File: src/design/isqp_pkg.sv
// isqp_pkg: shared widths, register codes and structs for the quote pricer
// no dependencies; used by every module in design/
package isqp_pkg;

	localparam int MIN_TICKS_DEF = 1;
	localparam int MAX_TICKS_DEF = 999;
	localparam int FRAC_BITS_DEF = 16;

	localparam int FV_W   = 26;
	localparam int INV_W  = 24;
	localparam int SIG_W  = 16;
	localparam int CFG_W  = 32;
	localparam int LIM_W  = 23;
	localparam int TICK_W = 10;
	localparam int ADDR_W = 4;
	localparam int SQ_W   = 2 * SIG_W;
	localparam int DLT_W  = CFG_W + 1;
	localparam int QV_W   = INV_W + CFG_W + 1;
	localparam int RES_W  = QV_W + 1;

	localparam logic [LIM_W-1:0] LIMIT_RESET = '1;

	typedef enum logic [1:0] {
		REG_RISK   = 2'd0,
		REG_OFFSET = 2'd1,
		REG_MIN    = 2'd2,
		REG_LIMIT  = 2'd3
	} reg_idx_t;

	typedef struct packed {
		logic [CFG_W-1:0] risk_coeff;
		logic [CFG_W-1:0] spread_offset;
		logic [CFG_W-1:0] spread_floor;
		logic [LIM_W-1:0] inventory_limit;
	} cfg_t;

	// handoff from the arithmetic front end to the quote back end
	typedef struct packed {
		logic                    valid;
		logic                    nz;
		logic signed [INV_W-1:0] q;
		logic signed [RES_W-1:0] r;
		logic [DLT_W-1:0]        delta;
	} arith_out_t;

endpackage

File: src/design/isqp_regs.sv
// isqp_regs: apb configuration register file
// depends on isqp_pkg
module isqp_regs (
	input  logic                          clk,
	input  logic                          arst_n,
	input  logic                          psel,
	input  logic                          penable,
	input  logic                          pwrite,
	input  logic [isqp_pkg::ADDR_W-1:0]   paddr,
	input  logic [isqp_pkg::CFG_W-1:0]    pwdata,
	output logic [isqp_pkg::CFG_W-1:0]    prdata,
	output logic                          pready,
	output isqp_pkg::cfg_t                cfg
);

	isqp_pkg::cfg_t    cfg_q;
	isqp_pkg::reg_idx_t idx;
	logic              wr_en;

	assign idx    = isqp_pkg::reg_idx_t'(paddr[3:2]);
	assign pready = 1'b1;
	assign wr_en  = psel & penable & pwrite & pready;
	assign cfg    = cfg_q;

	always_ff @(posedge clk or negedge arst_n) begin
		if (!arst_n) begin
			cfg_q.risk_coeff      <= '0;
			cfg_q.spread_offset   <= '0;
			cfg_q.spread_floor    <= '0;
			cfg_q.inventory_limit <= isqp_pkg::LIMIT_RESET;
		end else if (wr_en) begin
			case (idx)
				isqp_pkg::REG_RISK:   cfg_q.risk_coeff      <= pwdata;
				isqp_pkg::REG_OFFSET: cfg_q.spread_offset   <= pwdata;
				isqp_pkg::REG_MIN:    cfg_q.spread_floor    <= pwdata;
				isqp_pkg::REG_LIMIT:  cfg_q.inventory_limit <= pwdata[isqp_pkg::LIM_W-1:0];
				default: ;
			endcase
		end
	end

	always_comb begin
		case (idx)
			isqp_pkg::REG_RISK:   prdata = cfg_q.risk_coeff;
			isqp_pkg::REG_OFFSET: prdata = cfg_q.spread_offset;
			isqp_pkg::REG_MIN:    prdata = cfg_q.spread_floor;
			isqp_pkg::REG_LIMIT:  prdata = isqp_pkg::CFG_W'(cfg_q.inventory_limit);
			default:              prdata = '0;
		endcase
	end

endmodule

File: config.mk
export PLATFORM = sky130hd
export DESIGN_NAME = isqp_regs
export DESIGN_NICKNAME = d
export VERILOG_FILES = /design/src/design/isqp_pkg.sv /design/src/design/isqp_regs.sv
export SDC_FILE = /design/constraint.sdc
export NUM_CORES = 1
export LEC_CHECK = 0
export ABC_AREA = 1
export BUFFER_PORTS_ARGS = -buffer_cell sky130_fd_sc_hd__buf_2
export CAP_MARGIN = 20
export CORE_MARGIN = 1.5
export CORE_UTILIZATION = 30
export CTS_CLUSTER_DIAMETER = 50
export DETAILED_ROUTE_END_ITERATION = 10
export GPL_TIMING_DRIVEN = 0
export PLACE_DENSITY = 0.59
export SETUP_SLACK_MARGIN = 0.05
export SLEW_MARGIN = 40
export SYNTH_ARGS = -nofsm -noshare
export SYNTH_HDL_FRONTEND = slang
export SYNTH_SLANG_ARGS = --single-unit
File: constraint.sdc
create_clock -name clk -period 1.55 [get_ports clk]
set_input_delay 0.2325 -clock clk [delete_from_list [all_inputs] [get_ports clk]]
set_output_delay 0.2325 -clock clk [all_outputs]
set_load 0.01 [all_outputs]
==> run_results.csv <==
group,metric,value,unit
placed_design,gp_congestion,0.827,
placed_design,placed_area,6610,um^2
die,dieArea,18600,um^2
route,wl_per_cell,17.2,um
sta,fin_worst_skew,0,ns
cts,cts.sink_count,119,
cts,cts_root_buf,"clkbuf_16",
synth,ys_seq_elements,119,
setup_path,crit_family,"flip-flops",
die,die_height,136,um
sta,rsz0062_at_grt,"true",
setup_path,crit_arrival,1.28,ns
route,vias,5530,
synth,ys_async_sr_fraction,100,%
die,coreArea,17400,um^2
power_and_ir_drop,peakVddDrop,0.000744,V
cts,clk-insertion-delay-late,0.41,ns
grt,grt_max_degree,68,
synth,synth_edf_count,0,
synth,yosys.area.top_type,"dfrtp_1",
cts,cts.clk_slew.worst_paths,0.06,ns
power_and_ir_drop,power.leakage,4.19,nW
synth,yosysSeqAreaShare,56.3,%
hold_path,holdCritPathClass,"in -> reg",
setup_path,crit_path_max_incr_delay,0.54,ns
setup_path,critical_path.max_fanout,2,
route,drcViolationCount,0,
cts,numCtsBuffers,17,
sta,setup_viol,0,
setup_path,end_kind,"primary output",
setup_path,worstSetupPathType,"reg -> out",
die,initial_utilization,30.8,%
route,wirelength,20.0,mm
job,cap_violations,0,
synth,synthDistinctLibCells,13,
synth,synthTopCellsByCount,"nand2_1, dfrtp_1, nand3_1, buf_2",
synth,synthCells,690,
route,drt_iter0_markers,371,
cts,cts_tree,"yes",
sta,worst_slew_pin_slew,0.596,ns
die,dieWidth,136,um
synth,synth_top_area_share,45.0,%
sta,hold_viol_final,0,
layout,design_area,7470,um^2
sta,hold_slack,0.0494,ns
sta,min_period_over_period,97.5,%
run_status,status,"finished, final reports clean",
sta,period_needed,1.51,ns
grt,overflow,0,
grt,track_usage,22.3,%
placed_design,dp_hpwl,13.7,mm
setup_path,worst-path-buf-inv,1,
synth,synthTopCellsByArea,"dfrtp_1, nand2_1, dfstp_2",
setup_path,critPathSlowestCell,"dfstp_2",
sta,max-slew-margin-rel,60.2,%
setup_path,crit_required,1.32,ns
synth,syn_area,5340,um^2
layout,nets,963,
setup_path,crit_chain,"nand3_2 > nand4_1 > buf_2",
cts,clock_path_buffers,2,
synth,yosys_warnings,0,
layout,area_growth,39.8,%
grt,grt_pass1_wl,30.4,mm
synth,synth_nets,731,
die,rows,48,
route,vias_per_cell,4.76,
cts,cts.htree.levels,4,
die,io_pins,193,
grt,grt_pass1_vias,5318,
route,drt_first_pass_iters,5,
route,ant_nets,0,
grt,grt_antenna_before_repair,2,
layout,drive_gt1_share,34.7,%
sta,fmax,661,MHz
synth,synth.most_common_cell,"nand2_1",
sta,slew_viol_final,0,
setup_path,cp-start-kind,"register",
layout,nFillCells,1826,
power_and_ir_drop,powerDensity,1410,nW/um^2
synth,synth_flop_cell,"dfrtp_1",
synth,syn-mean-instance-area,7.74,um^2
layout,largest_reg_flops,119,
placed_design,port_buffers,189,
==> metal layers <==
metal  track usage, %  part of all wire, %  wire, um  vias to the layer above
li1                 -                    -         -                     2646
met1             28.2                   43      8630                     2634
met2             36.5                   48      9530                      225
met3             5.26                  7.4      1490                       25
met4             9.04                  1.7       342                        0
met5                0                    0         0                        -
==> tightest hold or removal path, delay by kind of cell <==
| kind | cells | cell delay (ns) |
|---|---|---|
| buf+inv | 1 | 0.12 |
| simple gates | 2 | 0.11 |
==> where the power goes <==
part	switching [mW]	internal (mW)
Combinational	1.50	1.11
Clock	1.43	2.16
Sequential	0.525	3.84
==> placed cells by master, fill, tap and decap left out, types with 4 or more instances in the layout <==
master	synthesis	routed
nand4_1	23	23
nand3_1	79	64
buf_2	27	205
dfstp_2	23	23
nand2_1	416	416
nand3_2	0	15
dfrtp_1	96	96
clkinvlp_4	0	5
clkinv_2	0	4
clkbuf_16	0	17
inv_2	4	4
nor2_1	6	5
buf_4	1	39
==> stage by stage <==
| stage | power (mW) | util (%) | instances | setup WS, ns | TNS (ns) |
|---|---|---|---|---|---|
| 2_1_floorplan | 5.48 | - | 690 | 0.383 | 0 |
| 3_3_place_gp | 6.75 | 37.9 | 1104 | -1.35 | -150.04 |
| 3_5_place_dp | 6.80 | 38.1 | 1105 | -0.351 | -6.72 |
| 4_1_cts | 10.6 | 42.7 | 1160 | 0.0197 | 0 |
| 5_1_grt | 11.2 | 43.0 | 1162 | -0.0127 | -0.0293 |
| 6_report | 10.6 | 43.0 | 1162 | 0.0381 | 0 |
==> area by class of cell <==
cell class / count / area, um^2 / share of cell area (%)
flip-flops and latches: 119 / 3010 / 40.3
plain buffers: 40 / 238 / 3.18
diodes: 2 / 5.00 / 0.0670
multi-input cells: 525 / 2200 / 29.5
repair buffers: 213 / 1170 / 15.6
clock inverters: 11 / 75.1 / 1.01
clock buffers: 21 / 470 / 6.30
well taps: 225 / 282 / 3.77
inverters: 6 / 22.5 / 0.302
==> timing repair <==
action | 4_1_cts | 5_1_grt
hold buffers | 1 | 0
pin swaps | 15 | 9
endpoints found under the hold margin | 44 | 0
endpoints found under the setup margin | 30 | 30
gates resized for setup | 30 | 19
setup buffers | 22 | 0
==> cells by family after synthesis <==
| group | count (synthesis) | share of synthesized area, % |
|---|---|---|
| buffers and inverters | 46 | 3.93 |
| AND/OR/NAND/NOR | 524 | 39.7 |
| other | 1 | 0.0702 |
| flip-flops | 119 | 56.3 |
==> worst paths after layout <==
check	from	to	slack, ns	depth (start not counted)
max	cfg[11]	prdata[11]	0.04	3
min	pwdata[16]	cfg[16]	0.05	3
max reg2reg	cfg[8]	cfg[8]	0.68	3
min reg2reg	cfg[10]	cfg[10]	0.48	2
max in group asynchronous	arst_n	cfg[10]	0.52	3
min in group asynchronous	arst_n	cfg[47]	0.32	2
Power figures use the tool's default switching activity.
