### src/design/isqp_pkg.sv
// isqp_pkg: shared widths, register codes and structs for the quote pricer
// no dependencies; used by every module in design/
package isqp_pkg;

	localparam int MIN_TICKS_DEF = 1;
	localparam int MAX_TICKS_DEF = 999;
	localparam int FRAC_BITS_DEF = 16;

	localparam int FV_W   = 26;
	localparam int INV_W  = 24;
	localparam int SIG_W  = 16;
	localparam int CFG_W  = 32;
	localparam int LIM_W  = 23;
	localparam int TICK_W = 10;
	localparam int ADDR_W = 4;
	localparam int SQ_W   = 2 * SIG_W;
	localparam int DLT_W  = CFG_W + 1;
	localparam int QV_W   = INV_W + CFG_W + 1;
	localparam int RES_W  = QV_W + 1;

	localparam logic [LIM_W-1:0] LIMIT_RESET = '1;

	typedef enum logic [1:0] {
		REG_RISK   = 2'd0,
		REG_OFFSET = 2'd1,
		REG_MIN    = 2'd2,
		REG_LIMIT  = 2'd3
	} reg_idx_t;

	typedef struct packed {
		logic [CFG_W-1:0] risk_coeff;
		logic [CFG_W-1:0] spread_offset;
		logic [CFG_W-1:0] spread_floor;
		logic [LIM_W-1:0] inventory_limit;
	} cfg_t;

	// handoff from the arithmetic front end to the quote back end
	typedef struct packed {
		logic                    valid;
		logic                    nz;
		logic signed [INV_W-1:0] q;
		logic signed [RES_W-1:0] r;
		logic [DLT_W-1:0]        delta;
	} arith_out_t;

endpackage

### src/design/isqp_quote.sv
// isqp_quote: stages 5-6, tick rounding, crossing fix, clamp and suppression
// depends on isqp_pkg
module isqp_quote #(
	parameter int MIN_TICKS = isqp_pkg::MIN_TICKS_DEF,
	parameter int MAX_TICKS = isqp_pkg::MAX_TICKS_DEF,
	parameter int FRAC_BITS = isqp_pkg::FRAC_BITS_DEF
) (
	input  logic                                  clk,
	input  logic                                  arst_n,
	input  isqp_pkg::arith_out_t                  ain,
	input  isqp_pkg::cfg_t                        cfg,
	output logic                                  done,
	output logic                                  valid_res,
	output logic signed [isqp_pkg::CFG_W-1:0]     resv_px,
	output logic [isqp_pkg::CFG_W-1:0]            quote_spread,
	output logic [isqp_pkg::TICK_W-1:0]           bid_px,
	output logic [isqp_pkg::TICK_W-1:0]           ask_px
);

	localparam int CFG_W  = isqp_pkg::CFG_W;
	localparam int INV_W  = isqp_pkg::INV_W;
	localparam int LIM_W  = isqp_pkg::LIM_W;
	localparam int DLT_W  = isqp_pkg::DLT_W;
	localparam int RES_W  = isqp_pkg::RES_W;
	localparam int TICK_W = isqp_pkg::TICK_W;
	localparam int NW     = RES_W + 2;
	localparam int SH     = FRAC_BITS + 1;

	localparam logic signed [NW-1:0] RND   = NW'((64'd1 << SH) - 64'd1);
	localparam logic signed [NW-1:0] MIN_T = NW'(MIN_TICKS);
	localparam logic signed [NW-1:0] MAX_T = NW'(MAX_TICKS);

	// stage 5
	logic                     valid_s5, nz_s5;
	logic signed [NW-1:0]     bid_s5, ask_s5;
	logic signed [INV_W-1:0]  q_s5;
	logic [CFG_W-1:0]         rsat_s5, dsat_s5;

	logic signed [NW-1:0]     two_r_c, dext_c, bidn_c, askn_c;
	logic                     fits_c;
	logic [CFG_W-1:0]         rsat_c;

	assign two_r_c = NW'(ain.r) <<< 1;
	assign dext_c  = $signed({{(NW-DLT_W){1'b0}}, ain.delta});
	assign bidn_c  = two_r_c - dext_c;
	assign askn_c  = two_r_c + dext_c + RND;
	assign fits_c  = (ain.r[RES_W-1:CFG_W-1] == '0) || (ain.r[RES_W-1:CFG_W-1] == '1);

	always_comb begin
		if (fits_c) begin
			rsat_c = ain.r[CFG_W-1:0];
		end else if (ain.r[RES_W-1]) begin
			rsat_c = {1'b1, {(CFG_W-1){1'b0}}};
		end else begin
			rsat_c = {1'b0, {(CFG_W-1){1'b1}}};
		end
	end

	// stage 6
	logic                     valid_s6, nz_s6;
	logic signed [NW-1:0]     ask_adj_c, bid_cl_c, ask_cl_c;
	logic signed [INV_W:0]    q_ext_c, lim_ext_c;
	logic [TICK_W-1:0]        bid_c, ask_c;
	logic [CFG_W-1:0]         rp_s6, sp_s6;
	logic [TICK_W-1:0]        bid_s6, ask_s6;

	assign q_ext_c   = {q_s5[INV_W-1], q_s5};
	assign lim_ext_c = $signed({{(INV_W+1-LIM_W){1'b0}}, cfg.inventory_limit});

	always_comb begin
		ask_adj_c = (ask_s5 <= bid_s5) ? bid_s5 + NW'(1) : ask_s5;

		bid_cl_c = (bid_s5 < MIN_T) ? MIN_T : bid_s5;
		if (bid_cl_c > MAX_T) begin
			bid_cl_c = MAX_T;
		end
		ask_cl_c = (ask_adj_c < MIN_T) ? MIN_T : ask_adj_c;
		if (ask_cl_c > MAX_T) begin
			ask_cl_c = MAX_T;
		end

		bid_c = bid_cl_c[TICK_W-1:0];
		ask_c = ask_cl_c[TICK_W-1:0];
		// long beyond the limit: stop buying; short beyond it: stop selling
		if (q_ext_c > lim_ext_c) begin
			bid_c = '0;
		end else if (q_ext_c < -lim_ext_c) begin
			ask_c = '0;
		end
	end

	always_ff @(posedge clk or negedge arst_n) begin
		if (!arst_n) begin
			valid_s5 <= 1'b0;
			valid_s6 <= 1'b0;
		end else begin
			valid_s5 <= ain.valid;
			valid_s6 <= valid_s5;
		end
	end

	always_ff @(posedge clk) begin
		nz_s5   <= ain.nz;
		q_s5    <= ain.q;
		bid_s5  <= bidn_c >>> SH;
		ask_s5  <= askn_c >>> SH;
		rsat_s5 <= rsat_c;
		dsat_s5 <= ain.delta[DLT_W-1] ? '1 : ain.delta[CFG_W-1:0];

		nz_s6   <= nz_s5;
		rp_s6   <= nz_s5 ? rsat_s5 : '0;
		sp_s6   <= nz_s5 ? dsat_s5 : '0;
		bid_s6  <= nz_s5 ? bid_c : '0;
		ask_s6  <= nz_s5 ? ask_c : '0;
	end

	assign done         = valid_s6;
	assign valid_res    = nz_s6;
	assign resv_px      = $signed(rp_s6);
	assign quote_spread = sp_s6;
	assign bid_px       = bid_s6;
	assign ask_px       = ask_s6;

endmodule

### config.mk
export PLATFORM = sky130hd
export DESIGN_NAME = isqp_quote
export DESIGN_NICKNAME = d
export VERILOG_FILES = /design/src/design/isqp_pkg.sv /design/src/design/isqp_quote.sv
export SDC_FILE = /design/constraint.sdc
export NUM_CORES = 1
export LEC_CHECK = 0
export BUFFER_PORTS_ARGS = -buffer_cell sky130_fd_sc_hd__buf_2
export CORE_UTILIZATION = 40
export DETAILED_ROUTE_END_ITERATION = 10
export MAX_ROUTING_LAYER = met4
export SETUP_SLACK_MARGIN = 0.3
export SYNTH_ARGS = -nofsm -noshare
export SYNTH_HDL_FRONTEND = slang
export SYNTH_SLANG_ARGS = --single-unit
### constraint.sdc
create_clock -name clk -period 6.4 [get_ports clk]
set_input_delay 1.28 -clock clk [delete_from_list [all_inputs] [get_ports clk]]
set_output_delay 1.28 -clock clk [all_outputs]
set_load 0.005 [all_outputs]
==> results.cfg, run 1 <==
[outcome]
status = complete, no violations

[clocking]
post_cts_buffers = 0
postCtsHoldBufs = 0
clk_latency_ns = 0.57
cts.sinks = 262
post_cts_resized = 0
clockBufferDepth = 3
cts-root-buf = clkbuf_16
cts_made_buffers = 30
cts.htree.levels = 1
clk_pin_slew_worst_paths_ns = 0.07
cts_tree = yes

[synth]
async_flop_share_pct = 0.763
synth_top_area_share_pct = 34.3
synth_fp_nets = 2186
yosys-top-cells-count = 260 x dfxtp_1, 196 x inv_1, 190 x ha_1, 123 x nand2_1, 97 x a21oi_1
syn_inst = 1758
synth_area_leaders = dfxtp_1 34%, ha_1 16%, inv_1 4.8%
synth_most_common_cell = dfxtp_1
synth_top_family_by_area = simple AND/OR/NAND/NOR gates
syn-cell-area_um2 = 15200
synth_flop_cell = dfxtp_1
synth-edff-count = 0
seq_area_frac_synth_pct = 34.6
avgSynthCellArea_um2 = 8.64
synthAdderAreaFrac_pct = 15.7
synth_xor_area_share_pct = 4.96
ys_seq_elements = 262
synthSimpleGateAreaFrac_pct = 21.4
synthMuxAreaShare_pct = 0.527
synth_warnings = 0
yosysTopAreaCell = dfxtp_1
yosysUniqueCellTypes = 80
synth_compound_area_share_pct = 16.0

[drt]
antenna_left = 0
drt-wirelength-per-cell_um = 16.8
wl_met1_um = 19800
drcViolationCount = 0
vias = 13200
drt_iter0_drc = 746
totalWireLength_um = 42200
wl_met3_um = 2200
via_per_inst = 5.28
firstDrtPassIters = 5
route.met2.wl_um = 19200
highest_layer = met4

[critical_path]
rr_startpoint = bid_s5[0]
rrSetupSlack_ns = 1.10
path_class = flip-flop to flip-flop
cpMaxStageDelayCell = or4b_2
cpMostUsedCell = ha_1
cp_max_fo = 9
r2r-end = ask_px[4]
reg2regPathDepth = 14
slowest_delay_ns = 0.67
worstPathRequired_ns = 6.86
critPathLaunchType = flip-flop
cp.arrival_ns = 5.77
crit_path_end_kind = flip-flop
cp_cell_sequence = ha_1, nand4_1, or3_1, or4_1, nor2_1, a21oi_1, or4_4, or3_2, o22ai_1, ha_1, or4b_2, nand3_1, o311ai_4, and4bb_1

[timing]
setup_slack_ns = 1.10
skew_ns = 0.0177
hold_viol_final = 0
tightest_slew_ns = 1.06
holdWs_ns = 0.355
slew_viol_final = 0
relSlewSlack_pct = 28.8
tns_ns = 0
finalCritPeriodShare_pct = 82.8
setup_viol = 0
max_freq_ghz = 0.189
rsz0062_at_grt = false
period_minus_slack_ns = 5.30

[global_routing]
grt_pass1_wl_um = 66300
grt_pass1_vias = 12800
grt_max_degree = 69
grt_usage_pct = 21.9
antenna_found_initial = 7
overflow = 0

[layout]
multiInputGateArea_um2 = 8900
seqCellArea_um2 = 5260
nets = 2393
final_util_pct = 47.5
n_fill_cell = 3762
fin_area_um2 = 17800
syn2layout_area_growth_pct = 17.3
instances_no_fill = 2507
drive_gt1_share_pct = 15.7

[worst_hold_path]
min_path_cells = 0
min_from = valid_s5
hp-class = flip-flop to flip-flop
holdPathEnd = done

[pwr]
power-per-cell-area_nw_per_um2 = 262
power_mw = 4.66
vdd_ir_drop_max_mv = 0.200
p_leak_nw = 8.26

[placement]
place_ws_ns = 1.14
place_inst = 2444
dpl_cell_area_um2 = 16700
gp_congestion = 0.929
dp_hpwl_um = 33300
portBuffers = 227

[floorplan]
num_rows = 71
start_util_pct = 40.5
io_pins = 324
die_h_um = 197
coreArea_um2 = 37500
die_area_um2 = 38700
die_w_um = 197

[job]
drv_cap = 0
-- power by group --
part / switching, mW / total, mW / internal (mW)
Sequential: 0.149 / 1.93 / 1.78
Combinational: 0.552 / 0.958 / 0.407
Clock: 0.708 / 1.77 / 1.07
Total: 1.41 / 4.66 / 3.25
-- flip-flops by register name, summed over array words and instances (netlist names) --
name,count
ask_s5,43
bid_s5,43
dsat_s5,32
quote_spread,32
resv_px,32
rsat_s5,32
q_s5,24
ask_px,10
bid_px,10
done,1
nz_s5,1
valid_res,1
valid_s5,1
-- cell usage in the layout (no fill, tap or decap), types with 12 or more instances in the layout --
| cell | instances |
|---|---|
| dfxtp_1 | 259 |
| buf_2 | 227 |
| inv_1 | 196 |
| ha_1 | 190 |
| nand2_1 | 123 |
| a21oi_1 | 97 |
| and2_1 | 72 |
| xnor2_1 | 71 |
| nor2_1 | 67 |
| o21ai_0 | 66 |
| nand4_1 | 63 |
| nand3_1 | 57 |
| nor4_1 | 44 |
| nor3_1 | 41 |
| a21o_1 | 35 |
| clkbuf_16 | 30 |
| a21boi_0 | 22 |
| o311ai_0 | 18 |
| nor2b_1 | 17 |
| a211oi_1 | 16 |
| xor2_1 | 15 |
| nor4b_1 | 15 |
| and3_1 | 14 |
| o211ai_1 | 12 |
| nand2b_1 | 12 |
-- cells by family after synthesis --
family / Yosys count
AND/OR/NAND/NOR: 590
multiplexers: 8
AO/OA/AOI/OAI: 363
XOR/XNOR: 86
flip-flops: 262
adder cells (fa/ha/maj): 190
buffers and inverters: 259
-- final cells by class --
type	count	share of cell area, %
tap	511	3.59
antenna	7	0.0984
timing repair buffer	238	6.84
inverter	196	4.13
multi-input combinational	1237	50.0
sequential	262	29.5
clock inverter	18	1.30
clock buffer	38	4.55
-- metal layers --
metal | vias to the layer above | GRT usage [%]
met3 | 67 | 3.58
met1 | 6155 | 28.4
met2 | 350 | 35.3
met5 | - | -
met4 | 0 | 5.46
li1 | 6660 | -
-- critical path: cells and delay by family, from the launching register on --
family                   cells  cell delay [ns]
adder cells (fa/ha/maj)      2             0.66
AO/OA/AOI/OAI                3             0.38
AND/OR/NAND/NOR              9             3.56
flip-flops                   1             0.57
-- worst max path at each step --
| stage | startpoint | to | slack [ns] | depth (start not counted) |
|---|---|---|---|---|
| after CTS | bid_s5[0] | ask_px[4] | 1.13 | 14 |
| final | bid_s5[0] | ask_px[4] | 1.10 | 14 |
| after global placement | bid_s5[0] | ask_px[4] | 1.21 | 14 |
| after global routing | bid_s5[0] | ask_px[4] | 0.89 | 14 |
| after floorplan | bid_s5[0] | ask_px[4] | 1.73 | 16 |
| after detailed placement | bid_s5[0] | ask_px[4] | 1.14 | 14 |
Power figures use the tool's default switching activity.
==> run 2, diff against run 1 <==
Clock period 6.4 ns to 5.04 ns, I/O delays scaled along.
==> results.cfg, run 2 (synthesis gave the netlist of run 1 again) <==
[outcome]
status = complete, no violations

[layout]
final_common_cell = dfxtp_1
nets = 2421
drive_gt1_share_pct = 17.5
syn2layout_area_growth_pct = 19.1
reg_top3 = ask_s5 x43, bid_s5 x43
final_cell_mix = 256 x dfxtp_1, 227 x buf_2, 196 x inv_1, 190 x ha_1, 123 x nand2_1

[timing]
relSlewSlack_pct = 49.1
setup_slack_ns = 0.450
slew_viol_final = 0
tns_ns = 0
hold_viol_final = 0
setup_viol = 0
tightest_slew_ns = 0.762
period_minus_slack_ns = 4.59
finalCritPeriodShare_pct = 91.1
max_freq_ghz = 0.218
rsz0062_at_grt = false
skew_ns = 0.0189

[global_routing]
grt_usage_pct = 22.4
overflow = 0
antenna_found_initial = 4
grt_pass1_vias = 12800
grt_pass1_wl_um = 67800
grt_max_degree = 69

[clocking]
cts.sinks = 262
cts.htree.levels = 1
postCtsHoldBufs = 0
cts_tree = yes
cts_made_buffers = 29
clk_latency_ns = 0.57
clk_pin_slew_worst_paths_ns = 0.07
cts-root-buf = clkbuf_16
clockBufferDepth = 3

[pwr]
pwr-share-seq_pct = 39.8
p_comb_share_pct = 21.8
p_sw_mw = 1.82
swShare_pct = 30.0
power-per-cell-area_nw_per_um2 = 336
power_mw = 6.07
p_leak_nw = 8.41
vdd_ir_drop_max_mv = 0.302
power.share.clock_pct = 38.4
internal_power_mw = 4.25

[critical_path]
slowest_delay_ns = 0.67
cpMostUsedCell = nand3_1
path_class = flip-flop to flip-flop
cp.arrival_ns = 5.05
cpMaxStageDelayCell = or4b_2
worstPathRequired_ns = 5.50
cp_cell_sequence = and4_2, nand4_1, buf_4, or4_1, nand3_1, o2111ai_1, or4_4, or3_2, o22ai_1, ha_1, or4b_2, nand3_1, o311ai_4, and4bb_1
crit_path_end_kind = flip-flop
critPathLaunchType = flip-flop
cp_max_fo = 9

[placement]
portBuffers = 227
dp_hpwl_um = 34600
gp_congestion = 0.925
place_ws_ns = 0.184

[floorplan]
die_h_um = 197
num_rows = 71
start_util_pct = 40.5
io_pins = 324
die_area_um2 = 38700
coreArea_um2 = 37500
die_w_um = 197

[drt]
drt_iter0_drc = 734
firstDrtPassIters = 5
totalWireLength_um = 43700
drt-wirelength-per-cell_um = 17.3
drcViolationCount = 0
antenna_left = 0
vias = 13400
via_per_inst = 5.31

[job]
drv_cap = 0

[worst_hold_path]
hp-class = input port to asynchronous set/reset pin
run 2: power by group through the flow:
| stage | Combinational (mW) | Clock (mW) | Sequential, mW |
|---|---|---|---|
| 2_1_floorplan | 0.879 | 0 | 2.40 |
| 3_3_place_gp | 1.28 | 0 | 2.46 |
| 3_5_place_dp | 1.31 | 0 | 2.46 |
| 4_1_cts | 1.32 | 2.39 | 2.41 |
| 5_1_grt | 1.48 | 2.47 | 2.43 |
| 6_report | 1.32 | 2.33 | 2.42 |
run 2: timing repair:
item                       CTS  global route
pin swaps                    0             0
setup buffers                0             2
setup endpoints to repair    2             9
resized for setup            1            10
gates cloned                 0             0
run 2: layout make-up:
type	count	area, um^2
antenna	4	10.0
clock buffer	33	781
clock inverter	21	292
fill	3717	19400
inverter	196	736
multi-input combinational	1237	8930
sequential	262	5270
tap	511	639
timing repair buffer	267	1440
run 2: metrics by stage:
stage	util, %	std cells	instance area (um^2)	hold WS (ns)
6_report	48.3	2531	18100	0.232
5_1_grt	48.3	2531	18100	0.201
4_1_cts	48.1	2525	18000	0.196
3_5_place_dp	45.2	2471	17000	0.350
3_3_place_gp	45.2	2471	17000	0.344
2_1_floorplan	-	1758	15200	0.331
run 2: routing by layer:
layer / global-route usage (%) / routed length, um
met1: 29.1 / 20600
met2: 36.7 / 20200
met3: 3.34 / 2090
met4: 4.97 / 833
met5: - / 0
run 2: path summary, 6_finish.rpt:
check                                start        end  slack, ns  depth (start not counted)
worst min-delay path                arst_n   valid_s5       0.23                          1
worst max register to register  bid_s5[12]  ask_px[4]       0.45                         14
min in group clk                  valid_s5       done       0.36                          0
worst max-delay path            bid_s5[12]  ask_px[4]       0.45                         14
worst min register to register    valid_s5       done       0.36                          0
max in group asynchronous           arst_n       done       4.71                          1
run 2: critical path, delay by kind of cell, from the launching register on:
family                     cells  cell delay (ns)
AOI/OAI and AO/OA              3             0.44
and+or+nand+nor                9             3.10
DFF                            1             0.44
buffers and inverters          1             0.21
adders and majority gates      1             0.28
==> run 3, diff against run 2 <==
Settings changed: BUFFER_PORTS_ARGS -buffer_cell sky130_fd_sc_hd__buf_2 to -buffer_cell sky130_fd_sc_hd__buf_4.
==> results.cfg, run 3 (synthesis gave the netlist of run 1 again) <==
[outcome]
status = complete, no violations

[clocking]
cts_tree = yes
post_cts_buffers = 0
clk_pin_slew_worst_paths_ns = 0.06
cts_made_buffers = 29
clockBufferDepth = 3
postCtsHoldBufs = 0
cts.sinks = 262
clk_latency_ns = 0.57
cts-root-buf = clkbuf_16
cts.htree.levels = 1

[timing]
period_minus_slack_ns = 4.64
relSlewSlack_pct = 50.8
tightest_slew_ns = 0.736
skew_ns = 0.0217
finalCritPeriodShare_pct = 92.0
hold_viol_final = 0
slew_viol_final = 0
rsz0062_at_grt = false
setup_slack_ns = 0.404
tns_ns = 0
max_freq_ghz = 0.216
setup_viol = 0

[pwr]
p_comb_share_pct = 23.0
p_leak_nw = 8.52
power-per-cell-area_nw_per_um2 = 318
p_sw_mw = 1.79
internal_power_mw = 4.11
vdd_ir_drop_max_mv = 0.272
pwr-share-seq_pct = 41.2
power.share.clock_pct = 35.8
swShare_pct = 30.3

[drt]
antenna_left = 0
firstDrtPassIters = 5
drt-wirelength-per-cell_um = 17.3
drt_iter0_drc = 825
totalWireLength_um = 43500
vias = 13200
via_per_inst = 5.24
drcViolationCount = 0

[global_routing]
grt_pass1_vias = 12900
overflow = 0
grt_pass1_wl_um = 68700
grt_usage_pct = 22.8
grt_max_degree = 69
antenna_found_initial = 0

[critical_path]
cp-startpoint = bid_s5[28]
path_class = flip-flop to flip-flop
critPathLaunchType = flip-flop
cp_max_fo = 9
rr_startpoint = bid_s5[28]
crit_path_end_kind = flip-flop
cp.arrival_ns = 5.08
worstPathRequired_ns = 5.48

[job]
drv_cap = 0

[placement]
gp_congestion = 0.949
portBuffers = 227
place_ws_ns = 0.208
place_inst = 2469
dpl_cell_area_um2 = 17500
dp_hpwl_um = 34600

[floorplan]
coreArea_um2 = 37500
die_area_um2 = 38700
start_util_pct = 40.5
io_pins = 324
num_rows = 71
die_h_um = 197
die_w_um = 197

[layout]
n_fill_cell = 3658
drive_gt1_share_pct = 17.4
final_common_cell = buf_4
antenna_cells = 0
multiInputGateArea_um2 = 8950
final_util_pct = 49.4
fin_area_um2 = 18500
seqCellArea_um2 = 5270
reg_top3 = ask_s5 x43, bid_s5 x43
instances_no_fill = 2522
syn2layout_area_growth_pct = 22.0
nets = 2417
final_cell_mix = 263 x buf_4, 252 x dfxtp_1, 196 x inv_1, 190 x ha_1, 122 x nand2_1

[worst_hold_path]
hp-class = input port to asynchronous set/reset pin
run 3: changes by cell type in the layout (fill, tap and decap cells not counted), sizes merged, moves of 2 or more:
cell      change
clkbuf        +5
buf           -4
bufinv        -4
diode         -4
clkinvlp      -3
clkinv        +2
run 3: path summary, 6_finish.rpt:
check	to	slack, ns	depth (start not counted)
max in group asynchronous	done	4.73	1
worst max register to register	ask_px[4]	0.40	13
worst min register to register	done	0.36	0
worst min-delay path	valid_s5	0.23	1
min in group clk	done	0.36	0
worst max-delay path	ask_px[4]	0.40	13
run 3: through the flow:
stage	power, mW	hold slack [ns]
final	5.90	0.228
after floorplan	3.28	0.331
after global placement	3.79	0.343
after CTS	5.95	0.200
after detailed placement	3.81	0.351
after global routing	6.23	0.198
run 3: per-layer routing:
metal / wire (um) / global-route usage (%) / up-vias
met2: 19700 / 36.3 / 349
met5: 0 / - / -
met1: 20200 / 29.5 / 6113
met4: 1120 / 6.00 / 0
li1: - / - / 6691
met3: 2440 / 4.16 / 64
run 3: timing repair:
item / 4_1_cts / 5_1_grt
resized for setup: 4 / 15
pin swaps: 0 / 1
setup endpoints to repair: 7 / 9
run 3: cell type report:
class / count / area share, %
Timing Repair Buffer: 263 / 10.7
Sequential cell: 262 / 28.5
Clock inverter: 15 / 0.810
Multi-Input combinational cell: 1237 / 48.3
Tap cell: 511 / 3.45
Inverter: 196 / 3.97
Clock buffer: 38 / 4.37
run 3: critical path: stages, from the launching register on:
cell	delay, ns
dfxtp_1	0.45
nand4_1	0.20
or3_4	0.43
mux2i_1	0.33
a211oi_1	0.14
a211o_2	0.31
or4_4	0.52
or3_2	0.46
o22ai_1	0.14
ha_1	0.29
or4b_2	0.67
nand3_1	0.15
o311ai_4	0.18
and4bb_1	0.23
run 3: power by group through the flow:
stage	combinational [mW]	clock, mW	sequential (mW)
floorplan	0.879	0	2.40
global placement	1.32	0	2.47
detailed placement	1.34	0	2.47
CTS	1.35	2.17	2.43
global route	1.52	2.26	2.45
finish	1.36	2.11	2.43
